[src/sv/adr_pkg.sv]
package adr_pkg;

    localparam int AXES      = 3;
    localparam int IN_W      = 16;
    localparam int FILT_W    = 32;
    localparam int STATE_W   = 48;
    localparam int COEF_W    = 16;
    localparam int FRAC_BITS = 16;
    localparam int BLEN_W    = 5;
    localparam int CFG_W     = 16;
    localparam int OUT_W     = 32;

    typedef logic [1:0] cfg_index_t;

    localparam cfg_index_t CFG_BLOCK_LEN = 2'd0;
    localparam cfg_index_t CFG_HP_ALPHA  = 2'd1;
    localparam cfg_index_t CFG_STEP_TIME = 2'd2;

    localparam logic [BLEN_W-1:0] BLOCK_LEN_RST = 5'd5;
    localparam logic [COEF_W-1:0] HP_ALPHA_RST  = 16'd25289;
    localparam logic [COEF_W-1:0] STEP_TIME_RST = 16'd3277;

    typedef struct packed {
        logic signed [IN_W-1:0] accel_x;
        logic signed [IN_W-1:0] accel_y;
        logic signed [IN_W-1:0] accel_z;
    } in_t;

    typedef struct packed {
        logic signed [OUT_W-1:0] pos_x;
        logic signed [OUT_W-1:0] pos_y;
        logic signed [OUT_W-1:0] pos_z;
        logic                    updated;
    } out_t;

endpackage

[src/sv/adr_div.sv]
module adr_div #(
    parameter int SUM_W = 20,
    parameter int CNT_W = 5
) (
    input  logic                                clk,
    input  logic                                rst_n,
    input  logic                                start,
    input  logic signed [SUM_W-1:0]             sum [adr_pkg::AXES],
    input  logic        [CNT_W-1:0]             n,
    output logic                                done,
    output logic signed [adr_pkg::FILT_W-1:0]   avg [adr_pkg::AXES]
);

    localparam int AXES    = adr_pkg::AXES;
    localparam int FRAC    = adr_pkg::FRAC_BITS;
    localparam int FILT_W  = adr_pkg::FILT_W;
    localparam int STEP    = 4;
    localparam int DIV_CYC = (SUM_W + FRAC + 1 + STEP - 1) / STEP;
    localparam int DIV_P   = DIV_CYC * STEP;
    localparam int CYC_W   = $clog2(DIV_CYC);

    localparam logic signed [FILT_W-1:0] MAX_V = {1'b0, {(FILT_W-1){1'b1}}};
    localparam logic signed [FILT_W-1:0] MIN_V = {1'b1, {(FILT_W-1){1'b0}}};
    localparam logic [DIV_P-1:0]         NEG_LIM = {{(DIV_P-FILT_W){1'b0}}, MIN_V};

    logic                 busy_reg, busy_next;
    logic                 done_reg, done_next;
    logic [CYC_W-1:0]     cnt_reg, cnt_next;
    logic [DIV_P-1:0]     num_reg [AXES];
    logic [DIV_P-1:0]     num_next [AXES];
    logic [CNT_W-1:0]     rem_reg [AXES];
    logic [CNT_W-1:0]     rem_next [AXES];
    logic                 neg_reg [AXES];
    logic                 neg_next [AXES];

    always_comb
    begin
        logic [CNT_W-1:0] r;
        logic [DIV_P-1:0] q;
        logic [CNT_W:0]   t;
        logic [SUM_W-1:0] mag;
        r = '0;
        q = '0;
        t = '0;
        mag = '0;
        busy_next = busy_reg;
        cnt_next  = cnt_reg;
        done_next = busy_reg && (cnt_reg == CYC_W'(DIV_CYC - 1));
        num_next  = num_reg;
        rem_next  = rem_reg;
        neg_next  = neg_reg;
        if (start)
        begin
            busy_next = 1'b1;
            cnt_next  = '0;
            for (int l = 0; l < AXES; l++)
            begin
                neg_next[l] = sum[l][SUM_W-1];
                mag = sum[l][SUM_W-1] ? SUM_W'(-sum[l]) : SUM_W'(sum[l]);
                num_next[l] = DIV_P'({mag, {FRAC{1'b0}}});
                rem_next[l] = '0;
            end
        end
        else if (busy_reg)
        begin
            cnt_next = cnt_reg + 1'b1;
            if (cnt_reg == CYC_W'(DIV_CYC - 1))
            begin
                busy_next = 1'b0;
            end
            for (int l = 0; l < AXES; l++)
            begin
                r = rem_reg[l];
                q = num_reg[l];
                for (int k = 0; k < STEP; k++)
                begin
                    t = {r, q[DIV_P-1]};
                    q = {q[DIV_P-2:0], 1'b0};
                    if (t >= {1'b0, n})
                    begin
                        t = t - {1'b0, n};
                        q[0] = 1'b1;
                    end
                    r = t[CNT_W-1:0];
                end
                rem_next[l] = r;
                num_next[l] = q;
            end
        end
    end

    always_comb
    begin
        for (int l = 0; l < AXES; l++)
        begin
            if (neg_reg[l])
            begin
                if (num_reg[l] > NEG_LIM)
                begin
                    avg[l] = MIN_V;
                end
                else
                begin
                    avg[l] = -$signed(num_reg[l][FILT_W-1:0]);
                end
            end
            else
            begin
                if (|num_reg[l][DIV_P-1:FILT_W-1])
                begin
                    avg[l] = MAX_V;
                end
                else
                begin
                    avg[l] = $signed(num_reg[l][FILT_W-1:0]);
                end
            end
        end
    end

    assign done = done_reg;

    always_ff @(posedge clk or negedge rst_n)
    begin
        if (!rst_n)
        begin
            busy_reg <= 1'b0;
            done_reg <= 1'b0;
            cnt_reg  <= '0;
        end
        else
        begin
            busy_reg <= busy_next;
            done_reg <= done_next;
            cnt_reg  <= cnt_next;
        end
    end

    always_ff @(posedge clk)
    begin
        num_reg <= num_next;
        rem_reg <= rem_next;
        neg_reg <= neg_next;
    end

endmodule

[src/sv/accel_dead_reckoning_core.sv]
// Dead reckoning from three-axis linear acceleration.
// Each input request carries one acceleration sample in cm/s^2 on in_data and is
// taken when in_valid is high and in_stall is low. Every request returns one result
// on out_data with the current position in whole cm and an updated flag.
// Samples are summed until block_len of them have arrived; the averaged block then
// passes a high-pass filter and is integrated twice into velocity and position.
// A request that does not close a block goes from acceptance to the output state,
// which waits while a stalled receiver holds the last result, and back to idle.
// A request that closes a block runs a divider that retires four quotient bits a
// cycle, then one shared multiplier serves the multiply steps among eight steps per axis.
// in_stall stays high while a request is being worked on.
// The result sits in an output register; a new request is accepted while it waits,
// and a stalled receiver only holds back the hand-off of the next result.
// Reset clears sums, filter history, velocity and position, and loads the default
// configuration. Configuration is written through cfg_we, cfg_index and cfg_data;
// the user must write it only while the block is idle; the block does not enforce it.
module accel_dead_reckoning_core #(
    parameter int MAX_BLOCK = 16
) (
    input  logic                            clk,
    input  logic                            rst_n,
    input  logic                            in_valid,
    output logic                            in_stall,
    input  adr_pkg::in_t                    in_data,
    output logic                            out_valid,
    input  logic                            out_stall,
    output adr_pkg::out_t                   out_data,
    input  logic                            cfg_we,
    input  adr_pkg::cfg_index_t             cfg_index,
    input  logic [adr_pkg::CFG_W-1:0]       cfg_data
);

    localparam int AXES      = adr_pkg::AXES;
    localparam int IN_W      = adr_pkg::IN_W;
    localparam int FILT_W    = adr_pkg::FILT_W;
    localparam int STATE_W   = adr_pkg::STATE_W;
    localparam int COEF_W    = adr_pkg::COEF_W;
    localparam int FRAC_BITS = adr_pkg::FRAC_BITS;
    localparam int BLEN_W    = adr_pkg::BLEN_W;
    localparam int OUT_W     = adr_pkg::OUT_W;
    localparam int BLEN_MAX  = (1 << BLEN_W) - 1;
    localparam int NMAX      = (MAX_BLOCK < BLEN_MAX) ? MAX_BLOCK : BLEN_MAX;
    localparam int CNT_W     = $clog2(NMAX + 1);
    localparam int SUM_W     = IN_W + $clog2(NMAX);
    localparam int MA_W      = FILT_W + 2;
    localparam int MB_W      = COEF_W + 1;
    localparam int MUL_W     = MA_W + MB_W;
    localparam int SH_W      = MUL_W - COEF_W;
    localparam int VLO_W     = STATE_W / 2;
    localparam int LO_W      = VLO_W + COEF_W;
    localparam int TOT_W     = MUL_W + VLO_W - 9;
    localparam int DP_W      = TOT_W - COEF_W;
    localparam int ACC_W     = STATE_W + 3;

    typedef enum logic [10:0] {
        S_IDLE  = 11'b000_0000_0001,
        S_DIV   = 11'b000_0000_0010,
        S_FMUL  = 11'b000_0000_0100,
        S_FSAT  = 11'b000_0000_1000,
        S_VMUL  = 11'b000_0001_0000,
        S_VACC  = 11'b000_0010_0000,
        S_PLMUL = 11'b000_0100_0000,
        S_PHMUL = 11'b000_1000_0000,
        S_PSUM  = 11'b001_0000_0000,
        S_PACC  = 11'b010_0000_0000,
        S_OUT   = 11'b100_0000_0000
    } state_t;

    function automatic logic signed [FILT_W-1:0] sat_filt(input logic signed [SH_W-1:0] v);
        logic signed [FILT_W-1:0] r;
        if (v[SH_W-1:FILT_W-1] != {(SH_W - FILT_W + 1){v[SH_W-1]}})
        begin
            r = v[SH_W-1] ? {1'b1, {(FILT_W-1){1'b0}}} : {1'b0, {(FILT_W-1){1'b1}}};
        end
        else
        begin
            r = v[FILT_W-1:0];
        end
        return r;
    endfunction

    function automatic logic signed [STATE_W-1:0] sat_state(input logic signed [ACC_W-1:0] v);
        logic signed [STATE_W-1:0] r;
        if (v[ACC_W-1:STATE_W-1] != {(ACC_W - STATE_W + 1){v[ACC_W-1]}})
        begin
            r = v[ACC_W-1] ? {1'b1, {(STATE_W-1){1'b0}}} : {1'b0, {(STATE_W-1){1'b1}}};
        end
        else
        begin
            r = v[STATE_W-1:0];
        end
        return r;
    endfunction

    function automatic logic signed [OUT_W-1:0] whole_cm(input logic signed [STATE_W-1:0] p);
        logic signed [OUT_W-1:0] r;
        r = $signed(p[STATE_W-1:FRAC_BITS])
            + $signed({{(OUT_W-1){1'b0}}, p[STATE_W-1] & (|p[FRAC_BITS-1:0])});
        return r;
    endfunction

    state_t                      state_reg, state_next;
    logic [1:0]                  axis_reg, axis_next;
    logic [CNT_W-1:0]            count_reg, count_next;
    logic signed [SUM_W-1:0]     sum_reg [AXES];
    logic signed [SUM_W-1:0]     sum_next [AXES];
    logic signed [SUM_W-1:0]     sum_new [AXES];
    logic signed [FILT_W-1:0]    avg_reg [AXES];
    logic signed [FILT_W-1:0]    avg_next [AXES];
    logic signed [FILT_W-1:0]    hp_in_reg [AXES];
    logic signed [FILT_W-1:0]    hp_in_next [AXES];
    logic signed [FILT_W-1:0]    hp_out_reg [AXES];
    logic signed [FILT_W-1:0]    hp_out_next [AXES];
    logic signed [STATE_W-1:0]   vel_reg [AXES];
    logic signed [STATE_W-1:0]   vel_next [AXES];
    logic signed [STATE_W-1:0]   pos_reg [AXES];
    logic signed [STATE_W-1:0]   pos_next [AXES];
    logic signed [MUL_W-1:0]     prod_reg, prod_next;
    logic [LO_W-1:0]             lo_reg, lo_next;
    logic signed [DP_W-1:0]      dp_reg, dp_next;
    logic                        done_reg, done_next;
    logic                        out_valid_reg, out_valid_next;
    adr_pkg::out_t               out_data_reg, out_data_next;
    logic [BLEN_W-1:0]           block_len_reg, block_len_next;
    logic [COEF_W-1:0]           alpha_reg, alpha_next;
    logic [COEF_W-1:0]           step_reg, step_next;

    logic signed [IN_W-1:0]      acc_in [AXES];
    logic [CNT_W-1:0]            n_eff;
    logic [CNT_W-1:0]            count_inc;
    logic signed [MA_W-1:0]      mul_a;
    logic signed [MB_W-1:0]      mul_b;
    logic signed [MUL_W-1:0]     mul_p;
    logic signed [TOT_W-1:0]     total;
    logic                        div_start;
    logic                        div_done;
    logic signed [FILT_W-1:0]    div_avg [AXES];

    adr_div #(
        .SUM_W (SUM_W),
        .CNT_W (CNT_W)
    ) u_div (
        .clk   (clk),
        .rst_n (rst_n),
        .start (div_start),
        .sum   (sum_new),
        .n     (n_eff),
        .done  (div_done),
        .avg   (div_avg)
    );

    assign acc_in[0] = in_data.accel_x;
    assign acc_in[1] = in_data.accel_y;
    assign acc_in[2] = in_data.accel_z;

    always_comb
    begin
        if (block_len_reg == '0)
        begin
            n_eff = CNT_W'(1);
        end
        else if (block_len_reg > BLEN_W'(NMAX))
        begin
            n_eff = CNT_W'(NMAX);
        end
        else
        begin
            n_eff = CNT_W'(block_len_reg);
        end
    end

    assign count_inc = count_reg + 1'b1;

    always_comb
    begin
        for (int l = 0; l < AXES; l++)
        begin
            sum_new[l] = sum_reg[l] + SUM_W'(acc_in[l]);
        end
    end

    always_comb
    begin
        case (state_reg)
            S_FMUL:
            begin
                mul_a = MA_W'(hp_out_reg[axis_reg]) + MA_W'(avg_reg[axis_reg])
                        - MA_W'(hp_in_reg[axis_reg]);
                mul_b = $signed({1'b0, alpha_reg});
            end
            S_VMUL:
            begin
                mul_a = MA_W'(hp_out_reg[axis_reg]);
                mul_b = $signed({1'b0, step_reg});
            end
            S_PLMUL:
            begin
                mul_a = $signed({{(MA_W-VLO_W){1'b0}}, vel_reg[axis_reg][VLO_W-1:0]});
                mul_b = $signed({1'b0, step_reg});
            end
            S_PHMUL:
            begin
                mul_a = MA_W'($signed(vel_reg[axis_reg][STATE_W-1:VLO_W]));
                mul_b = $signed({1'b0, step_reg});
            end
            default:
            begin
                mul_a = '0;
                mul_b = '0;
            end
        endcase
    end

    assign mul_p = MUL_W'(mul_a) * MUL_W'(mul_b);
    assign total = (TOT_W'(prod_reg) <<< VLO_W) + $signed(TOT_W'(lo_reg));

    always_comb
    begin
        state_next     = state_reg;
        axis_next      = axis_reg;
        count_next     = count_reg;
        sum_next       = sum_reg;
        avg_next       = avg_reg;
        hp_in_next     = hp_in_reg;
        hp_out_next    = hp_out_reg;
        vel_next       = vel_reg;
        pos_next       = pos_reg;
        prod_next      = prod_reg;
        lo_next        = lo_reg;
        dp_next        = dp_reg;
        done_next      = done_reg;
        out_data_next  = out_data_reg;
        out_valid_next = out_valid_reg;
        div_start      = 1'b0;
        block_len_next = block_len_reg;
        alpha_next     = alpha_reg;
        step_next      = step_reg;

        if (cfg_we)
        begin
            case (cfg_index)
                adr_pkg::CFG_BLOCK_LEN: block_len_next = cfg_data[BLEN_W-1:0];
                adr_pkg::CFG_HP_ALPHA:  alpha_next = cfg_data[COEF_W-1:0];
                adr_pkg::CFG_STEP_TIME: step_next = cfg_data[COEF_W-1:0];
                default:
                begin
                end
            endcase
        end

        if (out_valid_reg && !out_stall)
        begin
            out_valid_next = 1'b0;
        end

        case (state_reg)
            S_IDLE:
            begin
                if (in_valid)
                begin
                    if (count_inc >= n_eff)
                    begin
                        div_start  = 1'b1;
                        done_next  = 1'b1;
                        count_next = '0;
                        for (int l = 0; l < AXES; l++)
                        begin
                            sum_next[l] = '0;
                        end
                        state_next = S_DIV;
                    end
                    else
                    begin
                        done_next  = 1'b0;
                        count_next = count_inc;
                        sum_next   = sum_new;
                        state_next = S_OUT;
                    end
                end
            end
            S_DIV:
            begin
                if (div_done)
                begin
                    avg_next   = div_avg;
                    axis_next  = '0;
                    state_next = S_FMUL;
                end
            end
            S_FMUL:
            begin
                prod_next  = mul_p;
                state_next = S_FSAT;
            end
            S_FSAT:
            begin
                hp_in_next[axis_reg]  = avg_reg[axis_reg];
                hp_out_next[axis_reg] = sat_filt(prod_reg[MUL_W-1:COEF_W]);
                state_next = S_VMUL;
            end
            S_VMUL:
            begin
                prod_next  = mul_p;
                state_next = S_VACC;
            end
            S_VACC:
            begin
                vel_next[axis_reg] = sat_state(ACC_W'(vel_reg[axis_reg])
                                     + ACC_W'($signed(prod_reg[MUL_W-1:COEF_W])));
                state_next = S_PLMUL;
            end
            S_PLMUL:
            begin
                prod_next  = mul_p;
                state_next = S_PHMUL;
            end
            S_PHMUL:
            begin
                lo_next    = prod_reg[LO_W-1:0];
                prod_next  = mul_p;
                state_next = S_PSUM;
            end
            S_PSUM:
            begin
                dp_next    = total[TOT_W-1:COEF_W];
                state_next = S_PACC;
            end
            S_PACC:
            begin
                pos_next[axis_reg] = sat_state(ACC_W'(pos_reg[axis_reg]) + ACC_W'(dp_reg));
                if (axis_reg == 2'(AXES - 1))
                begin
                    axis_next  = '0;
                    state_next = S_OUT;
                end
                else
                begin
                    axis_next  = axis_reg + 1'b1;
                    state_next = S_FMUL;
                end
            end
            S_OUT:
            begin
                if (!out_valid_reg || !out_stall)
                begin
                    out_data_next.pos_x   = whole_cm(pos_reg[0]);
                    out_data_next.pos_y   = whole_cm(pos_reg[1]);
                    out_data_next.pos_z   = whole_cm(pos_reg[2]);
                    out_data_next.updated = done_reg;
                    out_valid_next        = 1'b1;
                    state_next            = S_IDLE;
                end
            end
            default:
            begin
                state_next = S_IDLE;
            end
        endcase
    end

    assign in_stall  = (state_reg != S_IDLE);
    assign out_valid = out_valid_reg;
    assign out_data  = out_data_reg;

    always_ff @(posedge clk or negedge rst_n)
    begin
        if (!rst_n)
        begin
            state_reg     <= S_IDLE;
            axis_reg      <= '0;
            count_reg     <= '0;
            done_reg      <= 1'b0;
            out_valid_reg <= 1'b0;
            block_len_reg <= adr_pkg::BLOCK_LEN_RST;
            alpha_reg     <= adr_pkg::HP_ALPHA_RST;
            step_reg      <= adr_pkg::STEP_TIME_RST;
            for (int l = 0; l < AXES; l++)
            begin
                sum_reg[l]    <= '0;
                hp_in_reg[l]  <= '0;
                hp_out_reg[l] <= '0;
                vel_reg[l]    <= '0;
                pos_reg[l]    <= '0;
            end
        end
        else
        begin
            state_reg     <= state_next;
            axis_reg      <= axis_next;
            count_reg     <= count_next;
            done_reg      <= done_next;
            out_valid_reg <= out_valid_next;
            block_len_reg <= block_len_next;
            alpha_reg     <= alpha_next;
            step_reg      <= step_next;
            sum_reg       <= sum_next;
            hp_in_reg     <= hp_in_next;
            hp_out_reg    <= hp_out_next;
            vel_reg       <= vel_next;
            pos_reg       <= pos_next;
        end
    end

    always_ff @(posedge clk)
    begin
        avg_reg      <= avg_next;
        prod_reg     <= prod_next;
        lo_reg       <= lo_next;
        dp_reg       <= dp_next;
        out_data_reg <= out_data_next;
    end

    a_result_from_out: assert property (@(posedge clk) disable iff (!rst_n)
        $rose(out_valid_reg) |-> $past(state_reg == S_OUT))
        else $error("A result appeared without passing through the output state.");

    a_count_bound: assert property (@(posedge clk) disable iff (!rst_n)
        count_reg < CNT_W'(NMAX))
        else $error("The sample count reached the block limit without clearing.");

    a_div_done_state: assert property (@(posedge clk) disable iff (!rst_n)
        div_done |-> (state_reg == S_DIV))
        else $error("The divider finished while the sequencer was not waiting for it.");

    a_updated_clears: assert property (@(posedge clk) disable iff (!rst_n)
        ($rose(out_valid_reg) && out_data_reg.updated) |-> (count_reg == '0))
        else $error("An updated result was given while the block count was not cleared.");

endmodule

[config.mk]
export PLATFORM = sky130hd
export DESIGN_NAME = accel_dead_reckoning_core
export DESIGN_NICKNAME = d
export VERILOG_FILES = /design/src/sv/adr_pkg.sv /design/src/sv/adr_div.sv /design/src/sv/accel_dead_reckoning_core.sv
export SDC_FILE = /design/constraint.sdc
export NUM_CORES = 2
export LEC_CHECK = 0
export ABC_AREA = 1
export BUFFER_PORTS_ARGS = -buffer_cell sky130_fd_sc_hd__buf_2
export CAP_MARGIN = 20
export CORE_UTILIZATION = 50
export CTS_CLUSTER_SIZE = 28
export DETAILED_ROUTE_END_ITERATION = 12
export PLACE_DENSITY_LB_ADDON = 0.25
export SYNTH_ARGS = -nofsm -noshare
export SYNTH_HDL_FRONTEND = slang
export SYNTH_SLANG_ARGS = --single-unit
[constraint.sdc]
create_clock -name clk -period 19.3 [get_ports clk]
set_input_delay 0.965 -clock clk [delete_from_list [all_inputs] [get_ports clk]]
set_output_delay 0.965 -clock clk [all_outputs]
set_load 0.005 [all_outputs]
After elaboration in Yosys (flattened, before gate mapping)

Cells that the tools add are included.

Add/subtract/negate cells: 32
Multiply operators: 1
Magnitude comparators: 19
Eq/ne operators: 22
Multiplexer cells: 114
Bitwise logic cells: 4
Reduce and logical (&&, ||, !) cells: 26

Operator list:

| kind                                                             | count |
|---|---|
| 2-to-1 mux 32 bit                                                | 19 |
| 2-to-1 mux 48 bit                                                | 11 |
| bitwise mux 144 bit                                              | 2 |
| 2-to-1 mux 116 bit                                               | 2 |
| binary-select mux 32 bit (select 2 bit)                          | 3 |
| binary-select mux 48 bit (select 2 bit)                          | 2 |
| bitwise mux 96 bit                                               | 2 |
| 2-to-1 mux 5 bit                                                 | 33 |
| one-hot mux 34 bit (4 select lines)                              | 1 |
| one-hot mux 11 bit (11 select lines)                             | 1 |
| greater-than comparator 40 x 32 -> 1 bit (second input constant) | 3 |
| adder 32 x 2 -> 32 bit                                           | 3 |
| demux 48 bit (select 2 bit)                                      | 1 |
| negator 32 bit                                                   | 3 |
| >= comparator 6 x 5 -> 1 bit                                     | 12 |
| adder 66 x 41 -> 66 bit                                          | 1 |
| demux 32 bit (select 2 bit)                                      | 1 |
| adder 20 x 16 -> 20 bit                                          | 3 |
| 2-to-1 mux 20 bit                                                | 3 |
| 2-to-1 mux 60 bit                                                | 1 |
| negator 20 bit                                                   | 3 |
| subtractor 5 bit                                                 | 12 |
| 2-to-1 mux 11 bit                                                | 5 |
| adder 48 x 50 -> 51 bit                                          | 1 |
| 48 further kinds                                                 | 90 |

Flip-flop bits (word level): 1075
Input port bits: 71
Word-level logic and storage cells: 266

Logic depth before layout (Yosys ltp)

Depth in word-level cells: 20
Depth in mapped cells: 52
Gate-level depth less buffers: 46

Modules after synthesis

A second synthesis with hierarchy kept.

Cell total of the unflattened synthesis: 10772
Area total of the unflattened synthesis: 85000.3 um2

By module, submodules not included:

| module                    | instances | cells each | area each (um2) |
|---|---|---|---|
| accel_dead_reckoning_core | 1         | 8931       | 72196.7 |
| adr_div                   | 1         | 1841       | 12803.5 |

Worst setup path after synthesis

Ideal clock, no wire load.

Path type: register to register
From: register axis_reg[0]
To: register prod_reg[48], data pin
Library setup time: 252 ps
Arrival time: 9277 ps
Setup slack: 9770 ps
Cell stages (with the launch flop): 46
Buffers on the path: 7
Clock period less this slack: 9530 ps
Cell sequence: dfrtp_1 -> nor2_1 -> buf_2 -> buf_2 -> buf_2 -> buf_2 -> buf_2 -> buf_1 -> nand2_1 -> nand2_1 -> ha_1 -> inv_1 -> ha_1 -> inv_1 -> fa_1 -> inv_1 -> nand2_1 -> o21ai_1 -> [... 10 more ...] -> fa_1 -> inv_1 -> fa_1 -> fa_1 -> fa_1 -> fa_1 -> inv_1 -> fa_1 -> inv_1 -> ha_1 -> nand2_1 -> nor4_1 -> nand4_1 -> o21ai_0 -> a21oi_1 -> or2_2 -> nand3_1 -> nand2_1

Longest elaborated chain between the ends: 8
Elaborated cells between the ends (all ways): 17

RTL lines:

| what                                                              | line                                                               | source |
|---|---|---|
| start: declaration                                                | accel_dead_reckoning_core.sv:103                                   | `logic [1:0] axis_reg, axis_next;` |
| start signal: assignment                                          | accel_dead_reckoning_core.sv:389                                   | `axis_reg <= axis_next;` |
| inverter 2 -> 3 bit (implied by the code) *                       | -                                                                  |  |
| binary-select mux 32 bit (select 2 bit), on equally long branches | accel_dead_reckoning_core.sv:187, accel_dead_reckoning_core.sv:193 |  |
| 2-to-1 mux 32 bit, on equally long branches (2 in series)         | accel_dead_reckoning_core.sv:187, accel_dead_reckoning_core.sv:193 |  |
| adder 32 x 32 -> 33 bit                                           | accel_dead_reckoning_core.sv:187                                   | `mul_a = MA_W'(hp_out_reg[axis_reg]) + MA_W'(avg_reg[axis_reg])` |
| subtractor 33 x 32 -> 34 bit                                      | accel_dead_reckoning_core.sv:188                                   | `- MA_W'(hp_in_reg[axis_reg]);` |
| one-hot mux 34 bit (4 select lines) *                             | accel_dead_reckoning_core.sv:184                                   | `case (state_reg)` |
| multiplier 34 x 17 -> 51 bit *                                    | accel_dead_reckoning_core.sv:214                                   | `assign mul_p = MUL_W'(mul_a) * MUL_W'(mul_b);` |
| net mul_p[48]                                                     | accel_dead_reckoning_core.sv:133                                   | `logic signed [MUL_W-1:0] mul_p;` |
| end signal: assignment                                            | accel_dead_reckoning_core.sv:407                                   | `prod_reg <= prod_next;` |
| end: declaration                                                  | accel_dead_reckoning_core.sv:118                                   | `logic signed [MUL_W-1:0] prod_reg, prod_next;` |

Mark *: on every way through the listed nets, which the timed path passes. The rest lies on a longest branch. The select of a mux whose other input is x is not followed.
A chain may end at the register's enable or synchronous reset.

Worst setup path after layout

From: register axis_reg[1]
To: register prod_reg[45], data pin

Same word-level chain as after synthesis.

==> impl_metrics.csv <==
group,metric,value,unit
detailed_routing,post_drt_wl_per_cell,21.0,um
detailed_routing,drt-total-wl,276000,um
die,initial_utilization,50.3,%
die,top_level_ports,170,
logic_synthesis,ys_top_cells_by_area,"dfrtp_1, nand2_1, edfxtp_1, fa_1, inv_1",
detailed_routing,drcViolationCount,0,
grt,gr-total-overflow,0,
setup_path,worst-path-max-fanout,76,
logic_synthesis,yosysTopAreaCell,"dfrtp_1",
place,dpl.cell_count,12929,
logic_synthesis,ys_seq_elements,1059,
die,die_y,415,um
timing,grt_setup_unrepaired,"no",
clocking,numCtsBuffers,111,
timing,slew_headroom,19.7,%
clocking,clock-sinks,1059,
timing,setup_viol,0,
clocking,cts-root-buf,"clkbuf_16",
setup_path,cpMaxStageDelayCell,"buf_4",
status,status,"finished, final reports clean",
setup_path,critPathArrivalTime,13350,ps
layout,areaGrowthSynthToFinish,7.95,%
grt,grt_max_degree,146,
clocking,ctsResizeCount,0,
die,coreArea,169000,um^2
grt,grt_usage,31.8,%
logic_synthesis,syn-num-nets,11871,
logic_synthesis,synth.avg_cell_area,7.86,um^2
timing,clock_skew,31.5,ps
die,row_count,151,
grt,grt_pass1_vias,72999,
logic_synthesis,yosysTopAreaCellShare,17.2,%
logic_synthesis,yosysWarnings,0,
timing,maxSlewViolCount,0,
logic_synthesis,syn_area,85200,um^2
clocking,cts.path.max_buffers,3,
setup_path,start_kind,"flop",
detailed_routing,dr.pass1.iters,6,
die,fp.dieArea,172000,um^2
layout,drive_above_1_share,6.54,%
logic_synthesis,synthArstFlopShare,56.9,%
setup_path,cp-end-kind,"flop",
clocking,cts_tree,"yes",
logic_synthesis,synth_edf_count,381,
place,numPortBuffers,169,
setup_path,crit_type,"flop to flop",
min_path,min_path_type,"primary input to asynchronous set/reset pin",
clocking,insertion_delay,770,ps
pwr,p_per_area,63.7,nW/um^2
timing,period_share,66.5,%
timing,fmax,77.9,MHz
place,dp_slack,6970,ps
pwr,p_leak,0.0456,uW
timing,setup_slack,6470,ps
detailed_routing,via_per_inst,5.65,
setup_path,path_common_cell,"inv_1",
timing,worstMarginPinSlew,1200,ps
setup_path,max_stage_delay,820,ps
logic_synthesis,syn_inst,10833,
logic_synthesis,yosysSeqAreaShare,32.9,%
layout,finalNonFillerCells,13153,
setup_path,required,19820,ps
die,die_w,415,um
timing,min_period,12830,ps
logic_synthesis,ys_types,77,
timing,hold_viol_final,0,
clocking,htree_num_levels,3,
clocking,cts_hold_buf,0,
detailed_routing,first_iter_violations,7362,
detailed_routing,num_vias,74322,
run,drv_cap,0,
timing,tns,0,ps
place,gp_congestion,1.01,
grt,antenna_found_initial,15,
clocking,path_clk_slew,60,ps
grt,grt_pass1_wl,427000,um
logic_synthesis,synth_ff_type,"dfrtp_1",
place,dp_hpwl,211000,um
pwr,ir_drop,0.223,mV
layout,nets,11868,
detailed_routing,drtAntennaViolNets,0,
clocking,postCtsSetupBuffers,0,
==> critical path: cells and delay by family, from the launching register on <==
family	cells	cell delay [ps]
adders and majority gates	9	4480
xor gates and xnor gates	1	360
and+or+nand+nor	9	1750
buffers and inverters	11	2660
DFF	1	410
AOI/OAI and AO/OA	9	2800
==> stage by stage <==
stage	util, %	total power, uW	instance area (um^2)	hold WS (ps)
final	54.3	5860	91900	185
after global routing	54.3	6140	91900	224
after CTS	54.2	5880	91800	184
after detailed placement	51.9	3590	87900	405
after global placement	51.9	3550	87800	407
after floorplan	-	3320	85200	400
==> logic make-up after synthesis <==
kind of cell / Yosys count / synth area share [%]
AND/OR/NAND/NOR: 4663 / 22.6
AO/OA/AOI/OAI: 1732 / 11.9
flip-flops: 1059 / 32.9
buffers and inverters: 2005 / 9.20
XOR/XNOR: 406 / 4.18
adder cells (fa/ha/maj): 967 / 19.2
multiplexers: 1 / 0.0132
==> synth_stat cells (43+ instances only) <==
library cell  count
a21oi_1         433
a22o_1           57
a22oi_1         114
a31oi_1          43
buf_2           123
clkbuf_1        193
dfrtp_1         586
dfxtp_1          75
edfxtp_1        381
fa_1            561
ha_1            406
inv_1          1589
nand2_1        3128
nand2_2          76
nand3_1         392
nand4_1          93
nor2_1          667
nor3_1          119
nor4_1           55
o21ai_0         786
o221ai_1         49
xnor2_1         117
xor2_1          289
==> report_power, final <==
group          switching [uW]  internal, uW  total, uW
registers                9.40          2330       2340
logic                     766           451       1220
clock network             984          1320       2300
==> cells in the final DEF, fill, tap and decap left out, types with 169 or more instances in the layout <==
master	instances
dfrtp_1	586
nor2_1	655
nand2_1	3122
edfxtp_1	381
inv_1	1584
xor2_1	289
nand3_1	391
o21ai_0	786
buf_2	169
a21oi_1	433
fa_1	561
ha_1	406
==> worst paths after layout <==
kind                                          from                         to  slack [ps]  depth (start not counted)
min in group clk              lo_reg[20]$_DFFE_PN_        dp_reg[4]$_DFFE_PP_         430                          0
min reg2reg                   lo_reg[20]$_DFFE_PN_        dp_reg[4]$_DFFE_PP_         430                          0
max in group asynchronous                    rst_n  alpha_reg[14]$_DFFE_PN1P_       16270                          6
min                                          rst_n   pos_reg[124]$_DFFE_PN0P_         190                          1
max                        axis_reg[1]$_DFFE_PN0P_     prod_reg[45]$_DFFE_PN_        6470                         39
max reg2reg                axis_reg[1]$_DFFE_PN0P_     prod_reg[45]$_DFFE_PN_        6470                         39
==> final cells by class <==
type,count,area [um^2]
Antenna cell,6,15.0
Tap cell,2218,2780
Clock buffer,140,3090
Fill cell,16058,77400
Multi-Input combinational cell,7769,49400
Clock inverter,72,807
Timing Repair Buffer,254,1640
Sequential cell,1059,28100
Inverter,1635,6140
==> layer usage <==
metal | global-route usage (%) | part of all wire [%]
met3 | 5.87 | 7.9
met5 | 0 | 0.051
met1 | 43.6 | 43
met4 | 10.5 | 3.6
met2 | 51.0 | 46
Note: power is estimated with default switching activity, not from simulation.
